`src/hdl/kfsl_pkg.sv`:
```
// Shared types and constants for the keyboard FIFO and strobe latch.
// Used by kfsl_keymap and the top level; depends on nothing.
`timescale 1ns / 1ps

package kfsl_pkg;

   localparam int RING_DEPTH_DEF = 32;

   typedef enum logic [1:0] {
      OP_KEY   = 2'd0,
      OP_READ  = 2'd1,
      OP_CLEAR = 2'd2,
      OP_INIT  = 2'd3
   } op_type;

   localparam logic [30:0] KEY_RETURN    = 31'd13;
   localparam logic [30:0] KEY_BACKSPACE = 31'd8;
   localparam logic [30:0] KEY_ESCAPE    = 31'd27;
   localparam logic [30:0] KEY_CAPS      = 31'h40000039;
   localparam logic [30:0] KEY_RIGHT     = 31'h4000004F;
   localparam logic [30:0] KEY_LEFT      = 31'h40000050;
   localparam logic [30:0] KEY_LOWER_A   = 31'd97;
   localparam logic [30:0] KEY_LOWER_Z   = 31'd122;

   localparam logic [6:0] ASCII_CR     = 7'h0D;
   localparam logic [6:0] ASCII_BS     = 7'h08;
   localparam logic [6:0] ASCII_ESC    = 7'h1B;
   localparam logic [6:0] ASCII_NAK    = 7'h15;
   localparam logic [6:0] CTRL_OFFSET  = 7'd96;
   localparam logic [6:0] CASE_OFFSET  = 7'd32;
   localparam logic [7:0] STROBE_MASK  = 8'h7F;

   // Outcome of translating one key event.
   typedef struct packed {
      logic       push;
      logic       caps_toggle;
      logic [6:0] code;
   } keymap_type;

endpackage

```
`src/hdl/kfsl_ram.sv`:
```
// Generic single-write, single-read RAM with a registered read port.
// Depends on nothing.
`timescale 1ns / 1ps

module kfsl_ram #(
   parameter int WIDTH = 8,
   parameter int DEPTH = 32
) (
   input  logic                     clock,
   input  logic                     wr_en,
   input  logic [$clog2(DEPTH)-1:0] wr_addr,
   input  logic [WIDTH-1:0]         wr_data,
   input  logic [$clog2(DEPTH)-1:0] rd_addr,
   output logic [WIDTH-1:0]         rd_data
);

   logic [WIDTH-1:0] mem [DEPTH];

   always_ff @(posedge clock) begin
      if (wr_en) begin
         mem[wr_addr] <= wr_data;
      end
      rd_data <= mem[rd_addr];
   end

endmodule

```
`src/hdl/kfsl_keymap.sv`:
```
// Modifier filter and host keycode to ASCII translation for key events.
// Depends on kfsl_pkg.
`timescale 1ns / 1ps

module kfsl_keymap (
   input  logic [30:0]          key_code,
   input  logic                 shift_down,
   input  logic                 ctrl_down,
   input  logic                 alt_down,
   input  logic                 meta_down,
   input  logic                 enhanced,
   input  logic                 caps_on,
   output kfsl_pkg::keymap_type result
);
   import kfsl_pkg::*;

   logic letter;
   logic dropped;
   logic small_code;

   assign letter     = (key_code >= KEY_LOWER_A) && (key_code <= KEY_LOWER_Z);
   assign dropped    = shift_down || alt_down || meta_down || (ctrl_down && !letter);
   assign small_code = (key_code[30:7] == '0);

   always_comb begin
      result.caps_toggle = !dropped && (key_code == KEY_CAPS);
      result.push        = !dropped;
      result.code        = key_code[6:0];
      priority if (key_code == KEY_RETURN) begin
         result.code = ASCII_CR;
      end else if (key_code == KEY_BACKSPACE) begin
         result.code = ASCII_BS;
      end else if (key_code == KEY_ESCAPE) begin
         result.code = ASCII_ESC;
      end else if (key_code == KEY_RIGHT) begin
         result.code = ASCII_NAK;
      end else if (key_code == KEY_LEFT) begin
         result.code = ASCII_BS;
      end else if (ctrl_down) begin
         result.code = key_code[6:0] - CTRL_OFFSET;
      end else if (letter && (!enhanced || caps_on)) begin
         result.code = key_code[6:0] - CASE_OFFSET;
      end else begin
         // Untranslated codes above the ASCII range are not queued.
         result.push = !dropped && small_code;
      end
   end

endmodule

```
`src/hdl/keyboard_fifo_strobe_latch.sv`:
```
// Top level of the keyboard FIFO and strobe latch.
// Depends on kfsl_pkg, kfsl_ram and kfsl_keymap.
`timescale 1ns / 1ps

// Keyboard interface: key events are filtered, translated to 7-bit ASCII
// and queued in a ring of RING_DEPTH entries (at most RING_DEPTH-1 keys)
// held in a RAM; a data read pops a key into the 8-bit latch with bit 7 as
// the strobe, a strobe clear drops bit 7, and init empties the ring and
// sets caps lock from the machine type. Every transfer gives one result.
// One item is handled at a time: key events, strobe clears, inits and a
// data read on an empty ring go from idle to the finish state; any other
// read passes through the first-read state and, if entries remain, a
// skip walk over the registered RAM read that reads each entry behind the
// popped key (each zero entry skipped, and the non-zero entry that ends
// the walk if any). While a previous result is held by rsp_stall, an
// item waits in the finish state until the result register drains. The
// ring needs no clearing: only keys written since reset or init are read.
module keyboard_fifo_strobe_latch #(
   parameter int RING_DEPTH = kfsl_pkg::RING_DEPTH_DEF
) (
   input  logic        clock,
   input  logic        reset,
   input  logic        csr_write_en,
   input  logic        csr_write_data,
   input  logic        req_valid,
   output logic        req_stall,
   input  logic [1:0]  req_op,
   input  logic [30:0] req_key_code,
   input  logic        req_shift_down,
   input  logic        req_ctrl_down,
   input  logic        req_alt_down,
   input  logic        req_meta_down,
   output logic        rsp_valid,
   input  logic        rsp_stall,
   output logic [7:0]  rsp_data_byte,
   output logic        rsp_key_queued
);
   import kfsl_pkg::*;

   localparam int IDX_W = $clog2(RING_DEPTH);
   localparam logic [IDX_W-1:0] IDX_LAST = IDX_W'(RING_DEPTH - 1);

   typedef enum logic [3:0] {
      ST_IDLE   = 4'b0001,
      ST_FIRST  = 4'b0010,
      ST_SKIP   = 4'b0100,
      ST_FINISH = 4'b1000
   } state_type;

   function automatic logic [IDX_W-1:0] ring_next(input logic [IDX_W-1:0] idx);
      return (idx == IDX_LAST) ? '0 : idx + 1'b1;
   endfunction

   state_type        state_ff, state_in;
   logic [IDX_W-1:0] head_ff, head_in;
   logic [IDX_W-1:0] tail_ff, tail_in;
   logic             caps_ff, caps_in;
   logic             enh_ff, enh_in;
   logic [7:0]       latch_ff, latch_in;
   logic             queued_ff, queued_in;
   logic [6:0]       k_ff, k_in;
   logic             rsp_valid_ff, rsp_valid_in;
   logic [7:0]       rsp_data_ff, rsp_data_in;
   logic             rsp_queued_ff, rsp_queued_in;

   logic             ram_we;
   logic [IDX_W-1:0] ram_ra;
   logic [6:0]       ram_rd;
   logic [IDX_W-1:0] head_nxt;
   logic             ring_full;
   logic             out_free;
   keymap_type       km;

   kfsl_keymap u_keymap (
      .key_code   (req_key_code),
      .shift_down (req_shift_down),
      .ctrl_down  (req_ctrl_down),
      .alt_down   (req_alt_down),
      .meta_down  (req_meta_down),
      .enhanced   (enh_ff),
      .caps_on    (caps_ff),
      .result     (km)
   );

   kfsl_ram #(
      .WIDTH (7),
      .DEPTH (RING_DEPTH)
   ) u_ring (
      .clock   (clock),
      .wr_en   (ram_we),
      .wr_addr (tail_ff),
      .wr_data (km.code),
      .rd_addr (ram_ra),
      .rd_data (ram_rd)
   );

   assign head_nxt  = ring_next(head_ff);
   assign ring_full = (ring_next(tail_ff) == head_ff);
   assign out_free  = !rsp_valid_ff || !rsp_stall;
   assign req_stall = (state_ff != ST_IDLE);

   always_comb begin
      state_in      = state_ff;
      head_in       = head_ff;
      tail_in       = tail_ff;
      caps_in       = caps_ff;
      enh_in        = csr_write_en ? csr_write_data : enh_ff;
      latch_in      = latch_ff;
      queued_in     = queued_ff;
      k_in          = k_ff;
      rsp_valid_in  = rsp_valid_ff && rsp_stall;
      rsp_data_in   = rsp_data_ff;
      rsp_queued_in = rsp_queued_ff;
      ram_we        = 1'b0;
      ram_ra        = head_ff;

      unique case (state_ff)
         ST_IDLE: begin
            if (req_valid) begin
               queued_in = 1'b0;
               state_in  = ST_FINISH;
               unique case (op_type'(req_op))
                  OP_KEY: begin
                     caps_in = caps_ff ^ km.caps_toggle;
                     if (km.push && !ring_full) begin
                        ram_we    = 1'b1;
                        tail_in   = ring_next(tail_ff);
                        queued_in = 1'b1;
                     end
                  end
                  OP_READ: begin
                     if (head_ff != tail_ff) begin
                        state_in = ST_FIRST;
                     end
                  end
                  OP_CLEAR: begin
                     latch_in = latch_ff & STROBE_MASK;
                  end
                  OP_INIT: begin
                     head_in = '0;
                     tail_in = '0;
                     caps_in = enh_ff;
                  end
                  default: begin
                     state_in = ST_FINISH;
                  end
               endcase
            end
         end
         ST_FIRST: begin
            // Read data is the popped key; then walk past trailing zero entries.
            k_in    = ram_rd;
            head_in = head_nxt;
            if (head_nxt == tail_ff) begin
               if (ram_rd != '0) begin
                  latch_in = {1'b1, ram_rd};
               end
               state_in = ST_FINISH;
            end else begin
               ram_ra   = head_nxt;
               state_in = ST_SKIP;
            end
         end
         ST_SKIP: begin
            if ((ram_rd == '0) && (head_nxt != tail_ff)) begin
               head_in = head_nxt;
               ram_ra  = head_nxt;
            end else begin
               if (ram_rd == '0) begin
                  head_in = head_nxt;
               end
               if (k_ff != '0) begin
                  latch_in = {1'b1, k_ff};
               end
               state_in = ST_FINISH;
            end
         end
         ST_FINISH: begin
            if (out_free) begin
               rsp_valid_in  = 1'b1;
               rsp_data_in   = latch_ff;
               rsp_queued_in = queued_ff;
               state_in      = ST_IDLE;
            end
         end
         default: begin
            state_in = ST_IDLE;
         end
      endcase
   end

   always_ff @(posedge clock) begin
      if (reset) begin
         state_ff     <= ST_IDLE;
         head_ff      <= '0;
         tail_ff      <= '0;
         caps_ff      <= 1'b1;
         enh_ff       <= 1'b1;
         latch_ff     <= '0;
         rsp_valid_ff <= 1'b0;
      end else begin
         state_ff     <= state_in;
         head_ff      <= head_in;
         tail_ff      <= tail_in;
         caps_ff      <= caps_in;
         enh_ff       <= enh_in;
         latch_ff     <= latch_in;
         rsp_valid_ff <= rsp_valid_in;
      end
   end

   always_ff @(posedge clock) begin
      queued_ff     <= queued_in;
      k_ff          <= k_in;
      rsp_data_ff   <= rsp_data_in;
      rsp_queued_ff <= rsp_queued_in;
   end

   assign rsp_valid      = rsp_valid_ff;
   assign rsp_data_byte  = rsp_data_ff;
   assign rsp_key_queued = rsp_queued_ff;

   // A key is never written into a full ring.
   a_no_overrun: assert property (@(posedge clock) disable iff (reset)
      ram_we |-> !ring_full)
      else $error("key written into a full ring");

   // The RAM is written only by key events, never during a pop walk.
   a_write_idle: assert property (@(posedge clock) disable iff (reset)
      ram_we |-> (state_ff == ST_IDLE))
      else $error("ring written outside idle");

   // The skip walk never reaches past the write pointer.
   a_skip_bound: assert property (@(posedge clock) disable iff (reset)
      (state_ff == ST_SKIP) |-> (head_ff != tail_ff))
      else $error("skip walk ran past tail");

   // A queued key always advances the write pointer by one.
   a_tail_step: assert property (@(posedge clock) disable iff (reset)
      ram_we |=> (tail_ff == ring_next($past(tail_ff))))
      else $error("tail did not advance on push");

endmodule
```
`config.mk`:
```
export PLATFORM = sky130hd
export DESIGN_NAME = keyboard_fifo_strobe_latch
export DESIGN_NICKNAME = d
export VERILOG_FILES = /design/src/hdl/kfsl_pkg.sv /design/src/hdl/kfsl_ram.sv /design/src/hdl/kfsl_keymap.sv /design/src/hdl/keyboard_fifo_strobe_latch.sv
export SDC_FILE = /design/constraint.sdc
export NUM_CORES = 1
export LEC_CHECK = 0
export BUFFER_PORTS_ARGS = -buffer_cell sky130_fd_sc_hd__buf_2
export CAP_MARGIN = 0
export CORE_MARGIN = 2
export CORE_UTILIZATION = 57
export CTS_BUF_LIST = sky130_fd_sc_hd__clkbuf_2
export DETAILED_ROUTE_END_ITERATION = 10
export PLACE_DENSITY = 0.79
export SETUP_SLACK_MARGIN = 0.5
export SYNTH_ARGS = -nofsm -noshare
export SYNTH_HDL_FRONTEND = slang
export SYNTH_HIERARCHICAL = 1
export SYNTH_SLANG_ARGS = --single-unit
export TNS_END_PERCENT = 20
```
`constraint.sdc`:
```
create_clock -name clock -period 4 [get_ports clock]
set_input_delay 0.6 -clock clock [delete_from_list [all_inputs] [get_ports clock]]
set_output_delay 0.6 -clock clock [all_outputs]
set_load 0.05 [all_outputs]
```
**Word-level counts from Yosys, hierarchy flattened**

Memories as Yosys holds them, arrays and structs flattened. A register that Yosys moved wholly into a read port is not among the register bits.
Cells that the tools add are included.

- Bits in registers: 42
- RAM bits: 224
- Input bits: 43
- Output and inout port bits: 11
- Memories: 1

Memory list:

| memory | words | bits a word | rd ports | clocked after Yosys merged registers in | write ports | RTL line | source |
|---|---|---|---|---|---|---|---|
| u_ring.mem | 32 | 7 | 1 | 1 | 1 | kfsl_ram.sv:17 | `logic [WIDTH-1:0] mem [DEPTH];` |

- Add/sub/neg operators: 4
- $lt $le $gt $ge: 2
- Equality and inequality tests: 30
- Mux-type cells: 49
- Bitwise operators: 2
- Reduce and logical (&&, ||, !) cells: 35

Operators by type and width:

| operator | count |
|---|---|
| 31-bit == test (second input constant) | 3 |
| 31-bit by 4-bit == test with 1-bit output (second input constant) | 2 |
| 7-bit 2-to-1 mux | 7 |
| 8-bit 2-to-1 mux | 6 |
| 5-bit 2-to-1 mux | 9 |
| 31-bit by 5-bit == test with 1-bit output (second input constant) | 1 |
| 31-bit by 7-bit greater-or-equal comparator with 1-bit output (second input constant) | 1 |
| 31-bit by 7-bit <= comparator with 1-bit output (second input constant) | 1 |
| 24-bit zero test | 1 |
| 4-bit 2-to-1 mux | 6 |
| 8-bit case mux with 3 select lines | 1 |
| 5-bit case mux with 2 select lines | 2 |
| 4-bit case mux with 4 select lines | 1 |
| 1-bit 2-to-1 mux | 15 |
| 5-bit case mux with 3 select lines | 1 |
| 2-bit inequality test (second input constant) | 7 |
| 7-bit nonzero test | 2 |
| 5-bit by 1-bit adder with 5-bit output (second input constant) | 2 |
| 5-bit == test | 2 |
| 5-bit == test (second input constant) | 2 |
| 5-bit inequality test | 2 |
| 1-bit logical AND | 8 |
| 4-bit AND reduction | 2 |
| 7-bit zero test | 1 |
| other kinds (23) | 37 |

**Logic depth before layout (Yosys ltp)**

Gate-level depths: netlist of the first run.

- Word-level depth: 21
- Mapped depth: 14

**Hierarchy**

The synthesis of the first run kept the hierarchy.

By module, submodules not included:

| module | instances | cells each | area each (µm²) | sequential area each (µm²) |
|---|---|---|---|---|
| kfsl_ram | 1 | 370 | 8833.5 | 6866.6 |
| keyboard_fifo_strobe_latch | 1 | 236 | 2387.3 | 1011.0 |
| kfsl_keymap | 1 | 64 | 432.9 | 0.0 |

**Worst setup path before layout of the first run**

OpenSTA, ideal clock, no wires.

- Path kind: register to register
- Start point: register head_ff[1]
- End point: register u_ring.rd_data[0] (read register of u_ring.mem)
- Data arrival time: 3.846 ns
- Slack: 0.033 ns
- Cell stages (with the launch flop): 15
- Path buffers: 3
- Period minus slack after synthesis: 3.967 ns
- Path through: dfxtp_1 > ha_1 > and3_1 > ha_1 > nand2b_1 > xnor2_1 > nor4b_2 > buf_2 > a211o_1 > a21o_1 > clkbuf_1 > clkbuf_1 > mux4_2 > mux4_2 > mux2_2

- Cells in the longest elaborated chain, start to end: 6
- Elaborated cells on any way between the ends: 9
- Classes of those cells: add/sub (1); eq/ne (3); mux (4); reduce/logical (1)

Ends and longest elaborated chain:

| item | RTL line | source |
|---|---|---|
| start: declaration | keyboard_fifo_strobe_latch.sv:55 | `logic [IDX_W-1:0] head_ff, head_in;` |
| start signal: assignment | keyboard_fifo_strobe_latch.sv:203 | `head_ff <= head_in;` |
| 5-bit by 1-bit adder with 5-bit output / 5-bit == test (equally long branches) | keyboard_fifo_strobe_latch.sv:51 | `return (idx == IDX_LAST) ? '0 : idx + 1'b1;` |
| 5-bit 2-to-1 mux * | keyboard_fifo_strobe_latch.sv:51 |  |
| 5-bit inequality test | keyboard_fifo_strobe_latch.sv:165 | `if ((ram_rd == '0) && (head_nxt != tail_ff)) begin` |
| 1-bit logical AND | keyboard_fifo_strobe_latch.sv:165 |  |
| 5-bit 2-to-1 mux | keyboard_fifo_strobe_latch.sv:165 |  |
| 5-bit case mux with 2 select lines * | keyboard_fifo_strobe_latch.sv:117 | `unique case (state_ff)` |
| net ram_ra[2] | keyboard_fifo_strobe_latch.sv:67 | `logic [IDX_W-1:0] ram_ra;` |
| end: declaration | kfsl_ram.sv:14 | `output logic [WIDTH-1:0] rd_data` |

Mark *: on every way through the listed nets, which the timed path passes. The rest lies on a longest branch.
A chain may end at the register's enable or synchronous reset.

**Worst setup path after layout of the first run**

- Start point: register head_ff[1]
- End point: register u_ring.rd_data[1] (read register of u_ring.mem)

Same word-level chain as after synthesis.

==> key figures, run 1 <==
Yosys
  – Flops & latches, synth: 273
  – Avg Inst Size Synth: 17.39 sq um
  – Post-synth EDFFs: 241
  – Synth Cell Area: around 0.012 sq mm
  – Largest cells by area after synthesis: edfxtp_1 (62%), mux4_2 (14%), dfxtp_1 (5.5%)
  – Mapped Cells: between 600 and 700
  – Post-synthesis sequential area ratio: between 60% and 70%
  – Main flop type after synthesis: edfxtp_1
  – Netlist cell types: 70
  – Syn. warnings: 6
  – Synth area leader: edfxtp_1
  – Syn Nets: around 720
  – Synth top area share: ~62%
  – Async set or reset register ratio after synthesis: 0%

Pwr
  – P_leak: ~0.0045 uW
  – Max IR drop VDD: about 0.00016 V
  – Power per Cell Area: 375.6 mW/mm^2

Floorplanning
  – Row Count: between 50 and 60
  – Die X: about 150 um
  – Top Ports: between 50 and 60
  – Die Y: about 150 um
  – Starting density of the core: approximately 58%
  – CORE AREA: between 0.02 and 0.025 sq mm
  – Die area: roughly 0.022 sq mm

Place
  – Dpl hpwl: around 17,000 um
  – Port buffer count: 53
  – Gpl congestion: approximately 0.96
  – Post-Place Cells: around 1,000
  – DP Area: ~0.013 sq mm

Critical path
  – Crit path launch type: flop
  – Critical path's top delay family: multiplexers
  – CP max FO: 6
  – Crit path DAT: roughly 4400 ps
  – CP Class: flop to flop
  – CP peak stage delay: roughly 530 ps
  – Reg2Reg Setup Slack: approximately 280 ps
  – Cell Chain, Critical Path: ha_4 > and3_4 > ha_4 > xnor2_2 > nand3_1 > nor4b_4 > a21oi_4 > mux2_4 > buf_12 > buf_6 > mux4_2 > mux4_2 > mux2_4
  – CP max-delay cell: mux4_2
  – CP endpoint kind: flop
  – CP required: roughly 4700 ps
  – Worst path bufs/invs: 2

Timing
  – Unrepaired setup endpoints after global routing: yes
  – Max frequency: about 270 MHz
  – Setup-failing EPs final: 0
  – Tightest Pin Transition: 977.6 ps
  – Fin Hold WS: 64.93 ps
  – Final hold vios: 0
  – Tcrit/Tclk final: between 90 and 100%
  – Period minus WS final: about 3700 ps
  – Max-slew headroom: around a third
  – Slew Viols, Final: 0
  – Setup Skew: between 70 and 80 ps

Clock network
  – Clock root buffer: clkbuf_2
  – Reg clk slew, reported paths: 110 ps
  – Number of hold buffers added after CTS: 0
  – H-tree depth: 3
  – CTS Sinks: about 270
  – Max Buffers Root-to-Sink: 3
  – CTS tree: yes
  – CTS Buf Count: a little under 70
  – Skew-Pair Late Insertion Delay: approximately 790 ps

Hold path
  – Worst min path class: primary input to flop

Drt
  – Final ANT Viol Nets: 0
  – Vias/cell: around 6.1
  – Iter 0 DRT Violations: 700
  – DR pass1 iterations: 5
  – Drt total wl: around 26,000 um
  – Routed vias: between 7,000 and 8,000
  – Routed WL per cell: 22.87 um
  – Drt drc: 0

GRT
  – Pin count of the biggest net entering global routing: 35
  – Layer with the highest usage: met2
  – First-pass GRT wire length: around 40,000 um
  – Met2 Usage GRT: about 40%
  – Antenna violations before repair: 2
  – Met1 GRT Util: roughly 32%
  – Overflow after GRT: 0
  – Grt met3 use: under 10%
  – Vias in the first global route: 7,261
  – Total GRT Usage: roughly a quarter

Finish
  – Area Growth Syn to Fin: 15.41%
  – Util after Layout: between 60 and 70%
  – Layout Nets: just under 900
  – Most common cell after layout, fill and taps aside: edfxtp_1
  – Non-Filler Instances: around 1,100
  – Most frequent cells in the layout: edfxtp_1 (241), clkbuf_2 (97), mux4_2 (70)
  – Cell area after layout: about 0.013 sq mm
  – Share of layout cells above drive strength 1: 38.72%

Job
  – Maxcap violations: 0

Outcome
  – Status: complete, no violations
==> tightest hold or removal path, delay by kind of cell <==
family | cells | cell delay [ps]
mux | 1 | 50
buf+inv | 1 | 80
simple gates | 1 | 60
==> area by class of cell <==
type | count | area, sq um
fillers | 1333 | 6720
clock buffers | 97 | 485.5
repair buffers | 122 | 922.1
inverters | 12 | 45.04
flip-flops and latches | 273 | 7888
clock inverters | 22 | 85.08
well taps | 270 | 337.8
diodes | 1 | 2.502
multi-input cells | 352 | 3684
==> Yosys cell counts, types with 3 or more instances <==
cell and n:
edfxtp_1 241, mux4_2 70, nor2_1 59, dfxtp_1 32, nand2_1 18, clkbuf_1 13, xnor2_1 13, a21oi_1 12
inv_1 12, mux2i_1 10, nand3_1 10, a311oi_1 9, ha_1 9, nor4_1 9, buf_2 8, a211oi_2 7
a22oi_1 7, mux2_2 7, nor2b_1 7, nor3_1 7, o21ai_0 7, buf_6 6, nand3b_1 6, a31oi_1 5
and3_1 4, buf_1 4, mux2_1 4, nand2b_1 4, nand4_1 4, a21o_1 3, and2_1 3, nand4b_1 3
nor4b_2 3, o2111ai_1 3, o21a_1 3, o21ai_1 3, o32ai_1 3, or3b_2 3, xor2_1 3
==> where the power goes <==
| part | switching, uW | total, uW | internal (uW) |
|---|---|---|---|
| clock | 1050 | 1700 | 650 |
| sequential | 12.7 | 3120 | 3110 |
| combinational | 162 | 227 | 64.9 |
| total | 1220 | 5050 | 3830 |
==> final timing paths <==
kind / startpoint / endpoint / depth (start not counted)
min: csr_write_data / enh_ff / 3
max: head_ff[1] / u_ring/rd_data[1] / 13
min reg2reg: latch_ff[4] / rsp_data_byte[4] / 0
max reg2reg: head_ff[1] / u_ring/rd_data[1] / 13
==> per-layer routing <==
| layer | vias up | share of wire, % |
|---|---|---|
| met2 | 401 | 50 |
| met1 | 3502 | 38 |
| met5 | - | 0.049 |
| met4 | 2 | 2.9 |
| met3 | 61 | 9.3 |
| li1 | 3092 | - |
==> registers in the layout (all words and copies together), names as in the netlist <==
| name | count |
|---|---|
| k_ff | 7 |
| latch_ff | 8 |
| state_ff | 4 |
| caps_ff | 1 |
| rsp_key_queued | 1 |
| head_ff | 5 |
| u_ring/rd_data | 7 |
| u_ring/mem | 224 |
| enh_ff | 1 |
| rsp_data_byte | 8 |
| queued_ff | 1 |
| tail_ff | 5 |
| rsp_valid | 1 |
==> timing repair <==
item	CTS	global route
pin swaps	6	2
gates cloned	2	0
endpoints found under the setup margin	166	211
gates resized for setup	16	7
buffers inserted	8	4
==> logic make-up after synthesis <==
| group | synth area share, % |
|---|---|
| flip-flops | 67.60 |
| AND/OR/NAND/NOR | 7.172 |
| multiplexers | 15.45 |
| AO/OA/AOI/OAI | 5.562 |
| buffers and inverters | 2.051 |
| XOR/XNOR | 1.203 |
| adder cells (fa/ha/maj) | 0.9663 |
==> per-stage QoR <==
step	power, uW	TNS, ps	setup WS, ps
final	5051	0	282.7
after global routing	5265	0	211.7
after CTS	5098	0	321.2
after detailed placement	3415	-116.6	-17.00
after global placement	3404	0	115.9
after floorplan	3326	0	435.3
No activity file was read; power rests on OpenSTA's default activity.
==> run 2: changes to the inputs <==
CORE_UTILIZATION = 62   (was 57)
PLACE_DENSITY = 0.81   (was 0.79)
clock period = 3.73 ns   (was 4 ns; I/O delays follow)
==> key figures, run 2 (synthesis gave the netlist of run 1 again) <==
Critical path
  – CP endpoint kind: flop (unchanged)
  – Crit path launch type: flop (unchanged)
  – Crit path DAT: 4420 ps (was 4380 ps)
  – CP required: 4440 ps (was 4670 ps)
  – CP Class: flop to flop (unchanged)
  – CP max FO: 6 (unchanged)

Drt
  – Routed WL per cell: 24.26 um (was 22.87 um)
  – Iter 0 DRT Violations: 700 (unchanged)
  – Routed vias: 7,130 (was 7,058)
  – Final ANT Viol Nets: 0 (unchanged)
  – Vias/cell: 6.400 (was 6.143)
  – Drt total wl: 27,030 um (was 26,280 um)
  – DR pass1 iterations: 5 (unchanged)
  – Drt drc: 0 (unchanged)

Finish
  – Share of layout cells above drive strength 1: 39.48% (was 38.72%)
  – Layout Nets: 889 (was 881)
  – Most common cell after layout, fill and taps aside: edfxtp_1 (unchanged)
  – Non-Filler Instances: 1,114 (was 1,149)
  – Largest register FFs: 224 (unchanged)
  – Most frequent cells in the layout: edfxtp_1 (241), clkbuf_2 (96), mux4_2 (70) (was edfxtp_1 (241), clkbuf_2 (97), mux4_2 (70))
  – Largest Register: u_ring/mem (unchanged)
  – Fill count: 1,094 (was 1,333)
  – Area Growth Syn to Fin: 15.37% (was 15.41%)

Timing
  – Setup Skew: 64.68 ps (was 76.98 ps)
  – Tcrit/Tclk final: 99.39% (was 92.93%)
  – Unrepaired setup endpoints after global routing: yes (unchanged)
  – Period minus WS final: 3707 ps (was 3717 ps)
  – Slew Viols, Final: 0 (unchanged)
  – Fin Hold WS: 174.6 ps (was 64.93 ps)
  – Setup-failing EPs final: 0 (unchanged)
  – Tightest Pin Transition: 812.6 ps (was 977.6 ps)
  – Max-slew headroom: 45.82% (was 34.83%)
  – Max frequency: 269.7 MHz (was 269.0 MHz)
  – Final hold vios: 0 (unchanged)
  – Final setup TNS: 0 ps (unchanged)

Clock network
  – Skew-Pair Late Insertion Delay: 810 ps (was 790 ps)
  – CTS Sinks: 273 (unchanged)
  – CTS tree: yes (unchanged)
  – Reg clk slew, reported paths: 110 ps (about the same)
  – Clock root buffer: clkbuf_2 (unchanged)
  – Max Buffers Root-to-Sink: 3 (unchanged)
  – CTS Buf Count: 68 (unchanged)
  – H-tree depth: 3 (unchanged)

Floorplanning
  – Die Y: 141.1 um (was 147.0 um)
  – Top Ports: 54 (unchanged)
  – Row Count: 50 (was 52)
  – Starting density of the core: 62.72% (was 57.78%)
  – Die X: 141.1 um (was 147.0 um)
  – CORE AREA: 0.01858 sq mm (was 0.02017 sq mm)
  – Die area: 0.01991 sq mm (was 0.02160 sq mm)

GRT
  – Pin count of the biggest net entering global routing: 34 (was 35)
  – Vias in the first global route: 7,308 (was 7,261)
  – Overflow after GRT: 0 (unchanged)
  – First-pass GRT wire length: 40,830 um (was 40,180 um)
  – Antenna violations before repair: 2 (unchanged)
  – Total GRT Usage: 27.84% (was 24.79%)

Pwr
  – Power share of the sequential group: 61.8% (was 61.9%)
  – Clock power frac: 33.7% (about the same)
  – Switching Share: 24.58% (was 24.24%)
  – Total power: 5427 uW (was 5051 uW)
  – Power per Cell Area: 403.6 mW/mm^2 (was 375.6 mW/mm^2)
  – P_leak: 0.004520 uW (was 0.004510 uW)
  – Internal power: 4093 uW (was 3827 uW)
  – Combinational share of power: 4.5% (about the same)
  – Max IR drop VDD: 0.0002381 V (was 0.0001586 V)
  – Switch Pwr: 1334 uW (was 1224 uW)

Place
  – Port buffer count: 53 (unchanged)
  – Gpl congestion: 0.9529 (was 0.9604)
  – Dpl hpwl: 16,780 um (about the same)
  – Post-Place Cells: 991 (was 1,015)

Outcome
  – Status: complete, no violations (unchanged)

Job
  – Maxcap violations: 0 (unchanged)

Hold path
  – Worst min path class: primary input to flop (unchanged)
run 2: cell count changes in the layout (fill, tap and decap cells not counted), sizes merged:
| cell | before | now |
|---|---|---|
| buf | 121 | 127 |
| bufbuf | 1 | 0 |
| clkbuf | 97 | 96 |
| clkinv | 21 | 15 |
| dlygate4sd3 | 0 | 3 |
run 2: critical path, cell delays in order, from the launching register on:
cell and delay, ps:
dfxtp_4 360, ha_4 150, and3_4 150, ha_4 280, xnor2_2 120, nand3_2 120
nor4b_4 330, a21oi_2 120, mux2_4 410, buf_12 170, buf_16 140, mux4_2 470
mux4_2 510, mux2_4 280
run 2: through the flow:
| step | utilization (%) | area [sq um] | setup slack, ps |
|---|---|---|---|
| global route | 72.36 | 13450 | -44.82 |
| detailed placement | 68.29 | 12690 | -30.55 |
| global placement | 68.29 | 12690 | 38.52 |
| finish | 72.36 | 13450 | 22.71 |
| floorplan | - | 11800 | 165.3 |
| CTS | 72.22 | 13420 | 89.09 |
run 2: final timing paths:
path / start / end / slack [ps] / cells past startpoint
worst min-delay path: reset / head_ff[0] / 170 / 2
worst max-delay path: head_ff[1] / u_ring/rd_data[6] / 20 / 13
worst max register to register: head_ff[1] / u_ring/rd_data[6] / 20 / 13
worst min register to register: latch_ff[3] / rsp_data_byte[3] / 440 / 0
run 2: area by class of cell:
type,instances,area [sq um],share of cell area [%]
diodes,1,2.502,0.01861
clock buffers,96,480.5,3.573
clock inverters,16,62.56,0.4653
inverters,12,45.04,0.3350
multi-input cells,352,3702,27.54
flip-flops and latches,273,7883,58.63
well taps,234,292.8,2.178
repair buffers,130,977.2,7.268
run 2: layer usage:
| layer | global-route usage, % | routed length [um] |
|---|---|---|
| met1 | 35.53 | 10170 |
| met2 | 46.65 | 13640 |
| met3 | 6.997 | 2453 |
| met4 | 10.68 | 748 |
| met5 | 0 | 19 |
run 2: repair_timing:
item | in CTS | in global routing
pin swaps | 5 | 6
hold endpoints to repair | 2 | 0
setup endpoints to repair | 63 | 119
cloned | 2 | 0
resized for setup | 15 | 4
hold buffers | 3 | 0
setup buffers | 3 | 2
run 2: power by group through the flow:
stage / Clock [uW] / Combinational, uW / Sequential, uW
after floorplan: 0 / 123 / 3440
after global placement: 0 / 229 / 3420
after global routing: 2010 / 265 / 3360
after CTS: 1850 / 243 / 3350
after detailed placement: 0 / 240 / 3420
final: 1830 / 247 / 3350
==> run 3: changes to the inputs <==
GPL_TIMING_DRIVEN = 0   (was not set)
clock period = 4.4 ns   (was 3.73 ns; I/O delays follow)
==> key figures, run 3 (synthesis gave the netlist of run 1 again) <==
Outcome
  – Status: complete, no violations (unchanged)

Critical path
  – Reg2reg path depth: 14 (was 13)
  – Reg-to-reg endpoint: u_ring/rd_data[1] (was u_ring/rd_data[6])
  – CP Class: flop to flop (unchanged)
  – Reg2Reg Setup Slack: 490 ps (was 20 ps)
  – Crit path DAT: 4590 ps (was 4420 ps)
  – Reg2Reg Launch Point: head_ff[1] (unchanged)
  – CP max FO: 11 (was 6)
  – CP required: 5080 ps (was 4440 ps)
  – Crit path launch type: flop (unchanged)
  – CP endpoint kind: flop (unchanged)

Clock network
  – Clock root buffer: clkbuf_2 (unchanged)
  – CTS tree: yes (unchanged)
  – CTS Buf Count: 70 (was 68)
  – H-tree depth: 3 (unchanged)
  – CTS Sinks: 273 (unchanged)
  – Reg clk slew, reported paths: 100 ps (was 110 ps)
  – Max Buffers Root-to-Sink: 3 (unchanged)
  – Skew-Pair Late Insertion Delay: 800 ps (was 810 ps)
  – Number of hold buffers added after CTS: 0 (was 3)

Drt
  – Vias/cell: 6.483 (was 6.400)
  – Drt drc: 0 (unchanged)
  – Iter 0 DRT Violations: 689 (was 700)
  – Drt total wl: 26,100 um (was 27,030 um)
  – Routed WL per cell: 23.99 um (was 24.26 um)
  – DR pass1 iterations: 7 (was 5)
  – Routed vias: 7,054 (was 7,130)
  – Final ANT Viol Nets: 0 (unchanged)

Timing
  – Final hold vios: 0 (unchanged)
  – Max frequency: 255.7 MHz (was 269.7 MHz)
  – Tightest Pin Transition: 1212 ps (was 812.6 ps)
  – Fin Hold WS: 121.4 ps (was 174.6 ps)
  – Max-slew headroom: 19.22% (was 45.82%)
  – Period minus WS final: 3911 ps (was 3707 ps)
  – Final setup TNS: 0 ps (unchanged)
  – Slew Viols, Final: 0 (unchanged)
  – Setup-failing EPs final: 0 (unchanged)
  – Setup Skew: 43.62 ps (was 64.68 ps)
  – Unrepaired setup endpoints after global routing: yes (unchanged)
  – Tcrit/Tclk final: 88.89% (was 99.39%)

Pwr
  – Power per Cell Area: 358.9 mW/mm^2 (was 403.6 mW/mm^2)
  – Combinational share of power: 4.4% (was 4.5%)
  – Total power: 4753 uW (was 5427 uW)
  – Switching Share: 23.93% (was 24.58%)
  – Max IR drop VDD: 0.0002588 V (was 0.0002381 V)
  – Switch Pwr: 1137 uW (was 1334 uW)
  – Internal power: 3616 uW (was 4093 uW)
  – P_leak: 0.004351 uW (was 0.004520 uW)
  – Clock power frac: 35.8% (was 33.7%)
  – Power share of the sequential group: 59.8% (was 61.8%)

Hold path
  – Hold Crit Endpoint: rsp_valid (was head_ff[0])
  – Worst min path class: primary input to flop (unchanged)
  – Worst hold start: rsp_stall (was reset)
  – Cells on Worst Hold Path: 3 (was 2)

Finish
  – Layout Nets: 856 (was 889)
  – Largest register FFs: 224 (unchanged)
  – Largest Register: u_ring/mem (unchanged)
  – Most common cell after layout, fill and taps aside: edfxtp_1 (unchanged)
  – Cell area after layout: 0.01324 sq mm (was 0.01345 sq mm)
  – Area Growth Syn to Fin: 13.65% (was 15.37%)
  – Share of layout cells above drive strength 1: 37.51% (was 39.48%)
  – Util after Layout: 71.28% (was 72.36%)
  – Most frequent cells in the layout: edfxtp_1 (241), clkbuf_2 (104), mux4_2 (70) (was edfxtp_1 (241), clkbuf_2 (96), mux4_2 (70))

Job
  – Maxcap violations: 0 (unchanged)

GRT
  – Overflow after GRT: 0 (unchanged)
  – Pin count of the biggest net entering global routing: 33 (was 34)
  – Vias in the first global route: 7,219 (was 7,308)
  – Total GRT Usage: 26.85% (was 27.84%)
  – First-pass GRT wire length: 39,860 um (was 40,830 um)
  – Antenna violations before repair: 1 (was 2)

Place
  – DP Area: 0.01227 sq mm (was 0.01269 sq mm)
  – Port buffer count: 51 (was 53)
  – Gpl congestion: 0.8845 (was 0.9529)
  – Dpl hpwl: 16,800 um (was 16,780 um)

Floorplanning
  – CORE AREA: 0.01858 sq mm (unchanged)
  – Die X: 141.1 um (unchanged)
  – Top Ports: 54 (unchanged)
  – Row Count: 50 (unchanged)
  – Die Y: 141.1 um (unchanged)
  – Die area: 0.01991 sq mm (unchanged)
  – Starting density of the core: 62.72% (unchanged)
[run 3: cell types whose count changed in the layout (fill, tap and decap cells not counted), sizes merged]
cell         previous run  this run
buf                   127        81
dlygate4sd3             3         0
clkinv                 15        17
clkbuf                 96       113
bufinv                  0         2
clkinvlp                0         1
bufbuf                  0         1
[run 3: worst max-delay path by stage]
stage / start / endpoint / slack [ps] / depth (start not counted)
5_1_grt: head_ff[1] / u_ring/rd_data[1] / 350 / 14
2_1_floorplan: head_ff[1] / u_ring/rd_data[0] / 570 / 14
3_5_place_dp: head_ff[1] / u_ring/rd_data[4] / -380 / 14
4_1_cts: tail_ff[0] / u_ring/mem[8][2] / 500 / 11
6_report: head_ff[1] / u_ring/rd_data[1] / 490 / 14
3_3_place_gp: req_key_code[2] / u_ring/mem[0][6] / -780 / 6
[run 3: routing by layer]
layer	wire length, um	part of all wire, %	track usage (%)
met1	10180	39	35.03
met2	12860	49	43.33
met3	2179	8.3	6.624
met4	875	3.4	12.32
met5	0	0	0
[run 3: repair_timing]
item | in CTS | in global routing
setup buffers | 7 | 1
gates cloned | 1 | 0
gates resized for setup | 53 | 15
pin swaps | 2 | 2
endpoints found under the setup margin | 63 | 231
[run 3: through the flow]
step | setup WS, ps | std cells
5_1_grt | 349.4 | 1088
3_3_place_gp | -781.8 | 955
4_1_cts | 502.2 | 1086
3_5_place_dp | -383.5 | 957
2_1_floorplan | 571.4 | 670
6_report | 488.9 | 1088
[run 3: power by group through the flow]
stage	Sequential [uW]	Combinational, uW	Clock (uW)
finish	2840	210	1700
global route	2840	225	1880
CTS	2840	207	1740
detailed placement	2900	206	0
global placement	2900	186	0
floorplan	2920	104	0
[run 3: critical path, stage by stage (launching register included)]
cell and delay (ps):
dfxtp_4 360, ha_2 190, and3_1 190, ha_2 210, nand2b_4 160, xnor2_1 130
nor4b_2 290, buf_4 180, a21oi_4 80, mux2_4 350, buf_12 160, bufbuf_16 280
mux4_2 460, mux4_2 480, mux2_2 290
[run 3: area by class of cell]
cell class | instances | area, sq um
clock inverters | 21 | 135.1
diodes | 1 | 2.502
plain buffers | 33 | 300.3
well taps | 234 | 292.8
flip-flops and latches | 273 | 7886
multi-input cells | 352 | 3691
repair buffers | 62 | 390.4
inverters | 12 | 45.04
clock buffers | 100 | 500.5
fillers | 1144 | 5336
